--- src/rtl/mppo_pkg.sv ---
package mppo_pkg;

  // Field widths.
  localparam int unsigned ADC_W      = 10;
  localparam int unsigned GAIN_W     = 8;
  localparam int unsigned OFFS_W     = 16;
  localparam int unsigned AVG_W      = 16;
  localparam int unsigned DUTY_W     = 8;
  localparam int unsigned VLIM_W     = 10;
  localparam int unsigned POWER_W    = 32;
  localparam int unsigned CFG_IDX_W  = 3;
  localparam int unsigned CFG_DATA_W = 16;

  // Averaging filter: avg += (x - avg) >>> AVG_SHIFT.
  localparam int unsigned AVG_SHIFT = 4;

  // Over-voltage test: duty * (vout_limit * 21 + volt_avg) >= vout_limit * 3360.
  localparam logic [4:0]  VLIM_SCALE = 5'd21;
  localparam logic [11:0] VLIM_BOUND = 12'd3360;
  localparam int unsigned K_W        = 17;
  localparam int unsigned RHS_W      = 22;
  localparam int unsigned LHS_W      = 25;

  // The protection loop takes at most this many duty steps.
  localparam int unsigned PROT_MAX_ITER = 256;
  localparam int unsigned ITER_W        = 9;

  localparam logic [DUTY_W-1:0] DUTY_RESET = 8'd80;

  typedef enum logic [CFG_IDX_W-1:0] {
    CFG_VOLT_GAIN   = 3'd0,
    CFG_VOLT_OFFSET = 3'd1,
    CFG_CURR_GAIN   = 3'd2,
    CFG_CURR_OFFSET = 3'd3,
    CFG_DUTY_MIN    = 3'd4,
    CFG_DUTY_MAX    = 3'd5,
    CFG_DUTY_STEP   = 3'd6,
    CFG_VOUT_LIMIT  = 3'd7
  } cfg_idx_e;

  typedef struct packed {
    logic        [GAIN_W-1:0] volt_gain;
    logic signed [OFFS_W-1:0] volt_offset;
    logic        [GAIN_W-1:0] curr_gain;
    logic signed [OFFS_W-1:0] curr_offset;
    logic        [DUTY_W-1:0] duty_min;
    logic        [DUTY_W-1:0] duty_max;
    logic        [DUTY_W-1:0] duty_step;
    logic        [VLIM_W-1:0] vout_limit;
  } cfg_t;

  localparam cfg_t CFG_RESET = '{
    volt_gain:   8'd1,
    volt_offset: 16'sd0,
    curr_gain:   8'd1,
    curr_offset: 16'sd0,
    duty_min:    8'd10,
    duty_max:    8'd150,
    duty_step:   8'd1,
    vout_limit:  10'd60
  };

  // Datapath operations selected by the control word.
  typedef enum logic [3:0] {
    OP_NONE,
    OP_MUL_SCALE,
    OP_SAT,
    OP_AVG,
    OP_POWER,
    OP_LIMITS,
    OP_PERTURB,
    OP_PROT_MUL,
    OP_PROT_STEP,
    OP_COMMIT
  } mppo_op_e;

  // How the step counter moves on.
  typedef enum logic [2:0] {
    BR_NEXT,
    BR_JUMP,
    BR_DISPATCH,
    BR_LOOP,
    BR_OUT
  } mppo_br_e;

  localparam int unsigned STEP_W = 4;
  typedef logic [STEP_W-1:0] step_t;

  localparam step_t STEP_IDLE      = 4'd0;
  localparam step_t STEP_MUL_SCALE = 4'd1;
  localparam step_t STEP_SAT       = 4'd2;
  localparam step_t STEP_AVG       = 4'd3;
  localparam step_t STEP_POWER     = 4'd4;
  localparam step_t STEP_LIMITS    = 4'd5;
  localparam step_t STEP_PERTURB   = 4'd6;
  localparam step_t STEP_PROT_MUL  = 4'd7;
  localparam step_t STEP_PROT_STEP = 4'd8;
  localparam step_t STEP_COMMIT    = 4'd9;

  typedef struct packed {
    mppo_op_e op;
    mppo_br_e br;
    step_t    target;
  } ctrl_t;

  // Status that the datapath hands back to the sequencer and output stage.
  typedef struct packed {
    logic               prot_go;
    logic [DUTY_W-1:0]  duty;
    logic [POWER_W-1:0] power;
  } stat_t;

  // Microprogram. The idle step dispatches: a sample falls through to the
  // next step, a tick jumps to the target.
  function automatic ctrl_t mppo_rom(step_t s);
    ctrl_t c;
    c = '{op: OP_NONE, br: BR_JUMP, target: STEP_IDLE};
    case (s)
      STEP_IDLE:      c = '{op: OP_NONE,      br: BR_DISPATCH, target: STEP_POWER};
      STEP_MUL_SCALE: c = '{op: OP_MUL_SCALE, br: BR_NEXT,     target: STEP_IDLE};
      STEP_SAT:       c = '{op: OP_SAT,       br: BR_NEXT,     target: STEP_IDLE};
      STEP_AVG:       c = '{op: OP_AVG,       br: BR_JUMP,     target: STEP_IDLE};
      STEP_POWER:     c = '{op: OP_POWER,     br: BR_NEXT,     target: STEP_IDLE};
      STEP_LIMITS:    c = '{op: OP_LIMITS,    br: BR_NEXT,     target: STEP_IDLE};
      STEP_PERTURB:   c = '{op: OP_PERTURB,   br: BR_NEXT,     target: STEP_IDLE};
      STEP_PROT_MUL:  c = '{op: OP_PROT_MUL,  br: BR_NEXT,     target: STEP_IDLE};
      STEP_PROT_STEP: c = '{op: OP_PROT_STEP, br: BR_LOOP,     target: STEP_PROT_MUL};
      STEP_COMMIT:    c = '{op: OP_COMMIT,    br: BR_OUT,      target: STEP_IDLE};
      default:        c = '{op: OP_NONE,      br: BR_JUMP,     target: STEP_IDLE};
    endcase
    return c;
  endfunction

endpackage

--- src/rtl/mppo_if.sv ---
interface mppo_in_if import mppo_pkg::*; ();
  logic             valid;
  logic             ready;
  logic             op;
  logic [ADC_W-1:0] adc_sample;

  modport source (output valid, output op, output adc_sample, input ready);
  modport sink   (input valid, input op, input adc_sample, output ready);
endinterface

interface mppo_out_if import mppo_pkg::*; ();
  logic               valid;
  logic               ready;
  logic [DUTY_W-1:0]  duty;
  logic [POWER_W-1:0] power;

  modport source (output valid, output duty, output power, input ready);
  modport sink   (input valid, input duty, input power, output ready);
endinterface

--- src/rtl/mppo_datapath.sv ---
module mppo_datapath import mppo_pkg::*; (
  input  logic             clk_i,
  input  logic             rst_ni,
  input  mppo_op_e         op_i,
  input  cfg_t             cfg_i,
  input  logic [ADC_W-1:0] sample_i,
  output stat_t            stat_o
);

  // Architectural state.
  logic               chan_q;
  logic [AVG_W-1:0]   volt_avg_q, curr_avg_q;
  logic [DUTY_W-1:0]  duty_now_q;
  logic               dir_up_q;
  logic [POWER_W-1:0] last_power_q;

  // Working registers of the current transaction.
  logic [ADC_W+GAIN_W-1:0] prod_q;
  logic [AVG_W-1:0]        x_q;
  logic [POWER_W-1:0]      power_q;
  logic [K_W-1:0]          k_q;
  logic [RHS_W-1:0]        rhs_q;
  logic [LHS_W-1:0]        lhs_q;
  logic [DUTY_W-1:0]       d_q;
  logic [ITER_W-1:0]       iter_q;

  logic [GAIN_W-1:0]        gain;
  logic signed [OFFS_W-1:0] offs;
  logic signed [19:0]       scaled;
  logic [AVG_W-1:0]         x_sat;
  logic [AVG_W-1:0]         avg_cur;
  logic signed [AVG_W:0]    diff;
  logic signed [AVG_W:0]    adj;
  logic [AVG_W-1:0]         avg_new;
  logic                     flip;
  logic                     dir_new;
  logic                     prot_go;

  assign gain = chan_q ? cfg_i.curr_gain : cfg_i.volt_gain;
  assign offs = chan_q ? cfg_i.curr_offset : cfg_i.volt_offset;

  // Scaled sample spans -32768 to 293632, so 20 signed bits hold it.
  assign scaled = $signed({2'b00, prod_q}) + $signed({{4{offs[OFFS_W-1]}}, offs});

  always_comb begin
    if (scaled[19]) begin
      x_sat = '0;
    end else if (|scaled[18:16]) begin
      x_sat = '1;
    end else begin
      x_sat = scaled[15:0];
    end
  end

  // Both branches of the filter round toward minus infinity, which is
  // exactly an arithmetic shift of the difference.
  assign avg_cur = chan_q ? curr_avg_q : volt_avg_q;
  assign diff    = $signed({1'b0, x_q}) - $signed({1'b0, avg_cur});
  assign adj     = diff >>> AVG_SHIFT;
  assign avg_new = avg_cur + adj[AVG_W-1:0];

  assign flip    = (duty_now_q > cfg_i.duty_max) || (duty_now_q < cfg_i.duty_min) ||
                   (power_q < last_power_q);
  assign dir_new = dir_up_q ^ flip;

  assign prot_go = (LHS_W'(rhs_q) <= lhs_q) &&
                   (d_q > cfg_i.duty_min) && (d_q < cfg_i.duty_max) &&
                   (iter_q < ITER_W'(PROT_MAX_ITER));

  always_ff @(posedge clk_i or negedge rst_ni) begin
    if (!rst_ni) begin
      chan_q       <= 1'b0;
      volt_avg_q   <= '0;
      curr_avg_q   <= '0;
      duty_now_q   <= DUTY_RESET;
      dir_up_q     <= 1'b0;
      last_power_q <= '0;
    end else begin
      case (op_i)
        OP_AVG: begin
          if (chan_q) begin
            curr_avg_q <= avg_new;
          end else begin
            volt_avg_q <= avg_new;
          end
          chan_q <= ~chan_q;
        end
        OP_PERTURB: begin
          dir_up_q <= dir_new;
        end
        OP_COMMIT: begin
          duty_now_q   <= d_q;
          last_power_q <= power_q;
        end
        default: ;
      endcase
    end
  end

  always_ff @(posedge clk_i) begin
    case (op_i)
      OP_MUL_SCALE: prod_q <= (ADC_W+GAIN_W)'(sample_i) * (ADC_W+GAIN_W)'(gain);
      OP_SAT:       x_q    <= x_sat;
      OP_POWER:     power_q <= POWER_W'(volt_avg_q) * POWER_W'(curr_avg_q);
      OP_LIMITS: begin
        k_q   <= K_W'(cfg_i.vout_limit) * K_W'(VLIM_SCALE) + K_W'(volt_avg_q);
        rhs_q <= RHS_W'(cfg_i.vout_limit) * RHS_W'(VLIM_BOUND);
      end
      OP_PERTURB: begin
        d_q    <= dir_new ? duty_now_q + cfg_i.duty_step : duty_now_q - cfg_i.duty_step;
        iter_q <= '0;
      end
      OP_PROT_MUL:  lhs_q <= LHS_W'(d_q) * LHS_W'(k_q);
      OP_PROT_STEP: begin
        if (prot_go) begin
          d_q    <= d_q - cfg_i.duty_step;
          iter_q <= iter_q + 1'b1;
        end
      end
      default: ;
    endcase
  end

  assign stat_o = '{prot_go: prot_go, duty: d_q, power: power_q};

endmodule

--- src/rtl/mppt_perturb_observe.sv ---
// Channel   Dir  Payload                          Handshake
// in_ch_i   in   op (1b), adc_sample (10b)        valid / ready
// out_ch_o  out  duty (8b), power (32b)           valid / ready
// cfg       in   cfg_idx_i (3b), cfg_data_i (16b) cfg_we_i, no back-pressure
//
// An ADC sample transaction runs dispatch, scale multiply, offset and
// saturate, filter update. A control tick runs dispatch, power, limits,
// perturb, N (0 to 256) over-voltage duty steps and commit; each step is
// one multiply and one compare of the shared protection datapath.
// Reset at once clears the sequencer and filters and presets the duty to 80.
// A result waits in the output register; the sequencer only stalls at the
// commit step when that register still holds an untaken result.

module mppt_perturb_observe import mppo_pkg::*; (
  input  logic                  clk_i,
  input  logic                  rst_ni,
  input  logic                  cfg_we_i,
  input  logic [CFG_IDX_W-1:0]  cfg_idx_i,
  input  logic [CFG_DATA_W-1:0] cfg_data_i,
  mppo_in_if.sink               in_ch_i,
  mppo_out_if.source            out_ch_o
);

  cfg_t  cfg_q;
  step_t step_q, step_d;
  ctrl_t ctrl;
  mppo_op_e dp_op;
  stat_t stat;

  logic [ADC_W-1:0]   sample_q;
  logic               out_valid_q, out_valid_d;
  logic [DUTY_W-1:0]  out_duty_q;
  logic [POWER_W-1:0] out_power_q;
  logic               out_stall;
  logic               in_take;
  logic               commit_go;

  // Configuration registers. User must write only while idle (unchecked).
  always_ff @(posedge clk_i or negedge rst_ni) begin
    if (!rst_ni) begin
      cfg_q <= CFG_RESET;
    end else if (cfg_we_i) begin
      case (cfg_idx_e'(cfg_idx_i))
        CFG_VOLT_GAIN:   cfg_q.volt_gain   <= cfg_data_i[GAIN_W-1:0];
        CFG_VOLT_OFFSET: cfg_q.volt_offset <= $signed(cfg_data_i);
        CFG_CURR_GAIN:   cfg_q.curr_gain   <= cfg_data_i[GAIN_W-1:0];
        CFG_CURR_OFFSET: cfg_q.curr_offset <= $signed(cfg_data_i);
        CFG_DUTY_MIN:    cfg_q.duty_min    <= cfg_data_i[DUTY_W-1:0];
        CFG_DUTY_MAX:    cfg_q.duty_max    <= cfg_data_i[DUTY_W-1:0];
        CFG_DUTY_STEP:   cfg_q.duty_step   <= cfg_data_i[DUTY_W-1:0];
        CFG_VOUT_LIMIT:  cfg_q.vout_limit  <= cfg_data_i[VLIM_W-1:0];
        default: ;
      endcase
    end
  end

  // The control word of the current step comes straight from the program.
  assign ctrl      = mppo_rom(step_q);
  assign out_stall = out_valid_q && !out_ch_o.ready;

  // Next step.
  always_comb begin
    step_d = step_q;
    case (ctrl.br)
      BR_NEXT: step_d = step_t'(step_q + 1'b1);
      BR_JUMP: step_d = ctrl.target;
      BR_DISPATCH: begin
        if (in_ch_i.valid) begin
          step_d = in_ch_i.op ? ctrl.target : step_t'(step_q + 1'b1);
        end
      end
      BR_LOOP: step_d = stat.prot_go ? ctrl.target : step_t'(step_q + 1'b1);
      BR_OUT: begin
        if (!out_stall) begin
          step_d = ctrl.target;
        end
      end
      default: step_d = STEP_IDLE;
    endcase
  end

  // Sequencer outputs. A stalled commit issues no datapath operation, so
  // the duty and power state update once, together with the output load.
  always_comb begin
    in_take = (ctrl.br == BR_DISPATCH);
    dp_op   = ctrl.op;
    if (ctrl.br == BR_OUT && out_stall) begin
      dp_op = OP_NONE;
    end
  end

  assign commit_go      = (dp_op == OP_COMMIT);
  assign in_ch_i.ready  = in_take;

  always_ff @(posedge clk_i or negedge rst_ni) begin
    if (!rst_ni) begin
      step_q <= STEP_IDLE;
    end else begin
      step_q <= step_d;
    end
  end

  // The raw sample is held for the scale multiply of the next cycle.
  always_ff @(posedge clk_i) begin
    if (in_take && in_ch_i.valid) begin
      sample_q <= in_ch_i.adc_sample;
    end
  end

  mppo_datapath u_datapath (
    .clk_i    (clk_i),
    .rst_ni   (rst_ni),
    .op_i     (dp_op),
    .cfg_i    (cfg_q),
    .sample_i (sample_q),
    .stat_o   (stat)
  );

  // Output register: one result of a tick waits here until taken.
  always_comb begin
    out_valid_d = out_valid_q;
    if (commit_go) begin
      out_valid_d = 1'b1;
    end else if (out_ch_o.ready) begin
      out_valid_d = 1'b0;
    end
  end

  always_ff @(posedge clk_i or negedge rst_ni) begin
    if (!rst_ni) begin
      out_valid_q <= 1'b0;
    end else begin
      out_valid_q <= out_valid_d;
    end
  end

  always_ff @(posedge clk_i) begin
    if (commit_go) begin
      out_duty_q  <= stat.duty;
      out_power_q <= stat.power;
    end
  end

  assign out_ch_o.valid = out_valid_q;
  assign out_ch_o.duty  = out_duty_q;
  assign out_ch_o.power = out_power_q;

  // A commit that is not held back always presents a result next cycle.
  assert property (@(posedge clk_i) disable iff (!rst_ni)
    (step_q == STEP_COMMIT && !out_stall) |=> out_ch_o.valid)
    else $error("commit did not present a result");

  // A commit never overwrites a result that has not been taken.
  assert property (@(posedge clk_i) disable iff (!rst_ni)
    (step_q == STEP_COMMIT && out_stall) |=> (step_q == STEP_COMMIT))
    else $error("commit advanced over a pending result");

  // A tick transaction starts the power step right after dispatch.
  assert property (@(posedge clk_i) disable iff (!rst_ni)
    (in_ch_i.valid && in_ch_i.ready && in_ch_i.op) |=> (step_q == STEP_POWER))
    else $error("tick not dispatched to the power step");

  // Leaving the protection loop always goes to the commit step.
  assert property (@(posedge clk_i) disable iff (!rst_ni)
    (step_q == STEP_PROT_STEP && !stat.prot_go) |=> (step_q == STEP_COMMIT))
    else $error("protection loop exit missed the commit step");

endmodule
--- src/flat_wrapper.sv ---
// flat-port wrapper written by rule: the top's interface ports become plain ports
module mppt_perturb_observe_flat import mppo_pkg::*;
  (clk_i, rst_ni, cfg_we_i, cfg_idx_i, cfg_data_i, in_ch_i_valid, in_ch_i_op, in_ch_i_adc_sample, in_ch_i_ready, out_ch_o_valid, out_ch_o_duty, out_ch_o_power, out_ch_o_ready);
  mppo_in_if in_ch_i_i ();
  mppo_out_if out_ch_o_i ();
  input  logic clk_i;
  input  logic rst_ni;
  input  logic cfg_we_i;
  input  logic [CFG_IDX_W-1:0] cfg_idx_i;
  input  logic [CFG_DATA_W-1:0] cfg_data_i;
  input wire logic [$bits(in_ch_i_i.valid)-1:0] in_ch_i_valid;
  input wire logic [$bits(in_ch_i_i.op)-1:0] in_ch_i_op;
  input wire logic [$bits(in_ch_i_i.adc_sample)-1:0] in_ch_i_adc_sample;
  output wire logic [$bits(in_ch_i_i.ready)-1:0] in_ch_i_ready;
  output wire logic [$bits(out_ch_o_i.valid)-1:0] out_ch_o_valid;
  output wire logic [$bits(out_ch_o_i.duty)-1:0] out_ch_o_duty;
  output wire logic [$bits(out_ch_o_i.power)-1:0] out_ch_o_power;
  input wire logic [$bits(out_ch_o_i.ready)-1:0] out_ch_o_ready;
  assign in_ch_i_i.valid = in_ch_i_valid;
  assign in_ch_i_i.op = in_ch_i_op;
  assign in_ch_i_i.adc_sample = in_ch_i_adc_sample;
  assign in_ch_i_ready = in_ch_i_i.ready;
  assign out_ch_o_valid = out_ch_o_i.valid;
  assign out_ch_o_duty = out_ch_o_i.duty;
  assign out_ch_o_power = out_ch_o_i.power;
  assign out_ch_o_i.ready = out_ch_o_ready;
  mppt_perturb_observe u_core (.clk_i(clk_i), .rst_ni(rst_ni), .cfg_we_i(cfg_we_i), .cfg_idx_i(cfg_idx_i), .cfg_data_i(cfg_data_i), .in_ch_i(in_ch_i_i), .out_ch_o(out_ch_o_i));
endmodule
--- config.mk ---
export PLATFORM = sky130hd
export DESIGN_NAME = mppt_perturb_observe_flat
export DESIGN_NICKNAME = d
export VERILOG_FILES = /design/src/rtl/mppo_pkg.sv /design/src/rtl/mppo_if.sv /design/src/rtl/mppo_datapath.sv /design/src/rtl/mppt_perturb_observe.sv /design/src/flat_wrapper.sv
export SDC_FILE = /design/constraint.sdc
export NUM_CORES = 2
export LEC_CHECK = 0
export BUFFER_PORTS_ARGS = -buffer_cell sky130_fd_sc_hd__buf_4
export CAP_MARGIN = 15
export CORE_ASPECT_RATIO = 2
export CORE_UTILIZATION = 57
export CTS_BUF_LIST = sky130_fd_sc_hd__clkbuf_8
export CTS_CLUSTER_SIZE = 25
export DETAILED_ROUTE_END_ITERATION = 10
export PLACE_DENSITY = 0.74
export SLEW_MARGIN = 20
export SYNTH_ARGS = -nofsm -noshare
export SYNTH_HDL_FRONTEND = slang
export SYNTH_SLANG_ARGS = --single-unit
--- constraint.sdc ---
create_clock -name clk_i -period 9.8 [get_ports clk_i]
set_input_delay 0.49 -clock clk_i [delete_from_list [all_inputs] [get_ports clk_i]]
set_output_delay 0.49 -clock clk_i [all_outputs]
set_load 0.02 [all_outputs]
======== Word level (Yosys, flattened, before mapping) ========
Memory sizes are Yosys's and may differ from the RTL's.
Cells that the tools add are included.
Widths: inputs -> output; s select.
word-level totals
  register bits after elaboration ......... 353
  bits in read-only memories .............. 160
  input bits .............................. 35
  logic and storage cells ................. 117
  memories kept ........................... 1
memories
  name             words  width  read ports  clocked after memory_dff  wr ports  line             RTL
  (no name shown)  16     10     1           0                         0         mppo_pkg.sv:118  case (s)
operators by class
  add/sub/neg operators ................... 9
  multipliers ............................. 5
  order comparisons ....................... 7
  eq/ne operators ......................... 23
  mux-type cells .......................... 17
  bitwise logic cells ..................... 2
  reductions and logical operators ........ 26
operators with widths
  kind                   number
  $mux 16                3
  $lt 32x32->1           1
  $mul 16x16->32         1
  $le 22x25->1           1
  $mul 8x17->25          1
  $mux 8                 3
  $reduce_and 2->1       12
  $add 19x16->20         1
  $mux 4                 5
  $pmux 4 s5             1
  $mul 10x8->18          1
  $pmux 9 s2             1
  $add 15x16->17         1
  $mul 10x7->17 const B  1
  $sub 16x16->17         1
  $add 16x16->16         1
  $eq 4x3->1 const B     4
  $gt 8x8->1             2
  $lt 8x8->1             2
  $pmux 8 s2             1
  $sub 8x8->8            2
  $eq 3x3->1 const B     5
  $mul 10x5->15 const B  1
  $eq 3x2->1 const B     4
  other kinds (19)       33

======== Logic depth before layout (Yosys ltp) ========
  depth in word-level cells ............... 7
  mapped depth ............................ 24
  mapped depth without buffers ............ 23

======== Hierarchy ========
A second synthesis with hierarchy kept.
second synthesis, totals
  cells, all modules ...................... 3396
  area total of the unflattened synthesis .. 35022.3 µm²
by module, submodules not included
  module                instances  cells an instance  area each (µm²)  seq. area each (µm²)
  mppo_datapath         1          3111               29935.0          6118.4
  mppt_perturb_observe  1          285                5087.4           3694.8

======== Worst setup path after synthesis ========
Ideal clock, no wire load.
  kind .................................... reg2reg
  start ................................... register u_core.u_datapath.curr_avg_q[3]
  end ..................................... register u_core.u_datapath.power_q[31] (data pin)
  library setup time ...................... 0.259 ns
  arrival time ............................ 5.924 ns
  slack ................................... 3.617 ns
  cell stages (with the launch flop) ...... 23
  cells stage by stage .................... dfrtp_1 clkbuf_1 clkbuf_1 nand2_1 fa_1 fa_1 fa_1 inv_1 fa_1 fa_1 inv_1 fa_1 inv_1 ha_1 a21oi_1 o21ai_0 a211oi_1 a21oi_1 o211ai_1 o21ai_0 o31ai_1 mux2i_1 nor2_1
between the ends
  word-level cells in the longest chain between the ends .. 1
RTL lines
  element                 line                  RTL
  start, declared         mppo_datapath.sv:12   logic [AVG_W-1:0] volt_avg_q, curr_avg_q;
  start signal, assigned  mppo_datapath.sv:82   curr_avg_q <= avg_new;
  $mul 16x16->32          mppo_datapath.sv:104  OP_POWER: power_q <= POWER_W'(volt_avg_q) * POWER_W'(curr_avg_q);
  end signal, assigned    mppo_datapath.sv:104
  end, declared           mppo_datapath.sv:20   logic [POWER_W-1:0] power_q;
Every way passes these cells.
A chain may end at the register's enable or synchronous reset.

======== Final worst setup path ========
  start ................................... register u_core.u_datapath.volt_avg_q[5]
  end ..................................... register u_core.u_datapath.power_q[30] (data pin)
between the ends
  word-level cells in the longest chain between the ends .. 1
RTL lines
  element                 line                  RTL
  start, declared         mppo_datapath.sv:12
  start signal, assigned  mppo_datapath.sv:84   volt_avg_q <= avg_new;
  $mul 16x16->32          mppo_datapath.sv:104
Every way passes these cells.

==> impl_metrics.py <==
metrics = {
    "clock_tree": {
        "cts-root-buf": "clkbuf_8",
        "cts_sinks": 353,
        "clock_latency_ns": 0.66,
        "numCtsBuffers": 53,
        "post_cts_resized": 0,
        "cts_buffer_depth": 3,
        "htreeDepth": 2,
        "clk_pin_slew_ns": 0.07,
        "cts_tree": "done",
    },
    "global_route": {
        "grt_pass1_vias": 26300,
        "globalRouteOverflowTotal": 0,
        "grt_max_degree": 97,
        "grt_first_pass_wirelength_um": 129000,
        "antenna_found_initial": 2,
        "grt_util_all_layers_pct": 26.5,
    },
    "route": {
        "first_pass_iters": 5,
        "via_count": 24200,
        "viasPerCell": 5.67,
        "ant_nets": 0,
        "totalWireLength_um": 79200,
        "remaining_drc_errors": 0,
        "drtIter0Drc": 973,
        "wl_per_cell_um": 18.5,
    },
    "timing": {
        "worst_pin_slew_ns": 1.05,
        "final.setup.tns_ns": 0,
        "grt_setup_unrepaired": "false",
        "max_freq_mhz": 145,
        "finalSetupViolations": 0,
        "fin_crit_ns": 6.90,
        "clock_skew_ns": 0.0345,
        "relSlewSlack_pct": 29.7,
        "slew_violations": 0,
        "fin_crit_sh_pct": 70.4,
        "hold_violations": 0,
    },
    "yosys": {
        "yosys.area_share.xor_xnor_pct": 3.63,
        "synth_top_area_share_pct": 20.8,
        "synth-seq-cells": 353,
        "synthesis.nets": 4190,
        "synth_most_common_cell": "inv_1",
        "synth_top_family_by_area": "adder cells",
        "synthAdderAreaFrac_pct": 35.9,
        "synth-edff-count": 192,
        "synth-async-reset-ratio_pct": 45.6,
        "synth_cell_types": 79,
        "ys_top_cells_by_count": "560 x inv_1, 422 x ha_1, 363 x fa_1, 332 x nand2_1, 231 x and2_1",
        "synth_simple_gate_area_share_pct": 11.9,
        "ys_warn_count": 0,
        "syn_inst": 3370,
        "synth_ff_type": "edfxtp_1",
        "avgSynthCellArea_um2": 10.4,
        "yosys.area.top_type": "fa_1",
        "syn_area_mm2": 0.0350,
        "ys_top_cells_by_area": "fa_1 21%, edfxtp_1 16%, ha_1 15%, dfrtp_1 10%, inv_1 6.0%",
        "synth-compound-area-share_pct": 7.69,
        "yosysSeqAreaShare_pct": 28.1,
        "synthMuxAreaShare_pct": 5.91,
    },
    "min_path": {
        "hp-start": "cfg_data_i[10]",
        "worstHoldPathType": "input port to register",
        "hold_path_depth": 2,
        "hold-path-endpoint": "u_core.cfg_q[68]",
    },
    "floorplanning": {
        "ios": 77,
        "coreArea_mm2": 0.0607,
        "dieArea_mm2": 0.0624,
        "die_y_um": 352,
        "floorplan.initialDensity_pct": 57.6,
        "placementRows": 128,
        "die_w_um": 177,
    },
    "run": {
        "drv_cap": 0,
    },
    "worst_setup_path": {
        "endpoint_kind": "register",
        "required_ns": 10.22,
        "r2r_cells": 21,
        "critPathLaunchType": "register",
        "r2r_setup_slack_ns": 2.90,
        "crit_fanout": 19,
        "r2r-end": "u_core.u_datapath.power_q[30]",
        "reg2reg_from": "u_core.u_datapath.volt_avg_q[5]",
        "worstPathArrival_ns": 7.32,
        "worstSetupPathType": "register to register",
    },
    "placed_design": {
        "io_buffers": 76,
        "routabilityCongestion": 0.918,
        "place.detailed.hpwl_um": 62000,
    },
    "final_layout": {
        "drive_gt1_share_pct": 11.0,
        "area_delta_synth_final_pct": 7.83,
        "nets": 4265,
        "fillers": 4947,
    },
    "status": {
        "status": "complete, no violations",
    },
}
-- logic make-up after synthesis --
kind of cell	after synthesis
and+or+nand+nor	851
adders and majority gates	785
buffers and inverters	643
AOI/OAI and AO/OA	408
DFF	353
muxes	186
xor gates and xnor gates	144
-- worst max-delay path: stages (launching register included) --
cell       delay, ns
dfrtp_1         0.68
and2_1          0.34
fa_1            0.55
inv_1           0.06
fa_1            0.56
fa_1            0.45
fa_1            0.49
inv_1           0.05
fa_1            0.55
inv_1           0.06
fa_1            0.53
inv_1           0.04
ha_1            0.37
a2111oi_0       0.44
o21ai_0         0.16
o21ai_0         0.24
a211oi_1        0.25
o2111ai_1       0.31
a31oi_1         0.15
o21a_1          0.18
nor2_1          0.11
xnor2_1         0.07
-- flip-flops by register name, summed over array words and instances, names as in the netlist, 9 cells and up --
| register | cells |
|---|---|
| u_core.u_datapath.x_q | 16 |
| u_core.u_datapath.power_q | 32 |
| u_core.u_datapath.prod_q | 18 |
| u_core.u_datapath.rhs_q | 17 |
| u_core.u_datapath.lhs_q | 25 |
| u_core.cfg_q | 82 |
| u_core.out_ch_o.power | 32 |
| u_core.sample_q | 10 |
| u_core.u_datapath.curr_avg_q | 16 |
| u_core.u_datapath.last_power_q | 32 |
| u_core.u_datapath.iter_q | 9 |
| u_core.u_datapath.k_q | 17 |
| u_core.u_datapath.volt_avg_q | 16 |
-- per-layer routing --
metal  share of wire (%)  vias to the layer above  track usage (%)
met3                 3.0                      291             2.53
met1                  34                    12100             26.3
li1                    -                    11200                -
met2                  55                      547             49.9
met5                   0                        -                0
met4                 7.9                        0             19.3
-- through the flow --
stage / cells / utilization [%] / setup WS (ns) / hold WS (ns) / instance area, µm²
finish: 4271 / 62.1 / 2.90 / 0.0692 / 37700
CTS: 4269 / 62.1 / 2.95 / 0.0128 / 37700
detailed placement: 4157 / 59.9 / 3.02 / 0.468 / 36300
global placement: 4157 / 59.9 / 3.16 / 0.480 / 36300
global route: 4271 / 62.1 / 2.57 / 0.0478 / 37700
floorplan: 3370 / - / 3.62 / 0.194 / 35000
-- cells in the final DEF, fill, tap and decap left out, types with 21 or more instances in the layout --
cell,synthesis,routed
a21o_1,47,47
a21oi_1,106,106
and2_1,231,231
buf_4,1,89
clkbuf_8,0,57
dfrtp_1,146,145
edfxtp_1,192,192
fa_1,363,363
ha_1,422,422
inv_1,560,570
mux2_2,165,165
mux2i_1,21,21
nand2_1,332,332
nand3_1,34,34
nor2_1,116,115
nor2b_1,23,23
nor3_1,32,27
o21a_1,44,44
o21ai_0,81,81
o21bai_1,22,22
xnor2_1,115,115
xor2_1,28,28
-- area by class of cell --
type | instances | area [µm²] | share of cell area (%)
sequential | 353 | 9810 | 26.0
timing repair buffer | 103 | 811 | 2.15
clock buffer | 57 | 785 | 2.08
inverter | 560 | 2100 | 5.57
multi-input combinational | 2374 | 22800 | 60.4
tap | 780 | 976 | 2.59
clock inverter | 43 | 464 | 1.23
antenna | 1 | 2.50 | 0.00663
-- timing repair --
| action | CTS | global route |
|---|---|---|
| hold buffers | 12 | 0 |
| endpoints found under the hold margin | 91 | 0 |
| setup endpoints to repair | 0 | 0 |
| setup buffers | 0 | 0 |
-- how the worst max path moves through the flow --
stage	startpoint	endpoint	slack, ns	cells after the start
2_1_floorplan	u_core.u_datapath.curr_avg_q[3]	u_core.u_datapath.power_q[31]	3.62	22
3_3_place_gp	u_core.u_datapath.volt_avg_q[5]	u_core.u_datapath.power_q[31]	3.16	21
3_5_place_dp	u_core.u_datapath.volt_avg_q[5]	u_core.u_datapath.power_q[30]	3.02	21
5_1_grt	u_core.u_datapath.volt_avg_q[5]	u_core.u_datapath.power_q[20]	2.57	21
4_1_cts	u_core.u_datapath.volt_avg_q[5]	u_core.u_datapath.power_q[30]	2.95	21
6_report	u_core.u_datapath.volt_avg_q[5]	u_core.u_datapath.power_q[30]	2.90	21
Power is left out: the tool's default activity adds up to more than one toggle a clock period on the data nets, which glitch-free logic cannot reach.
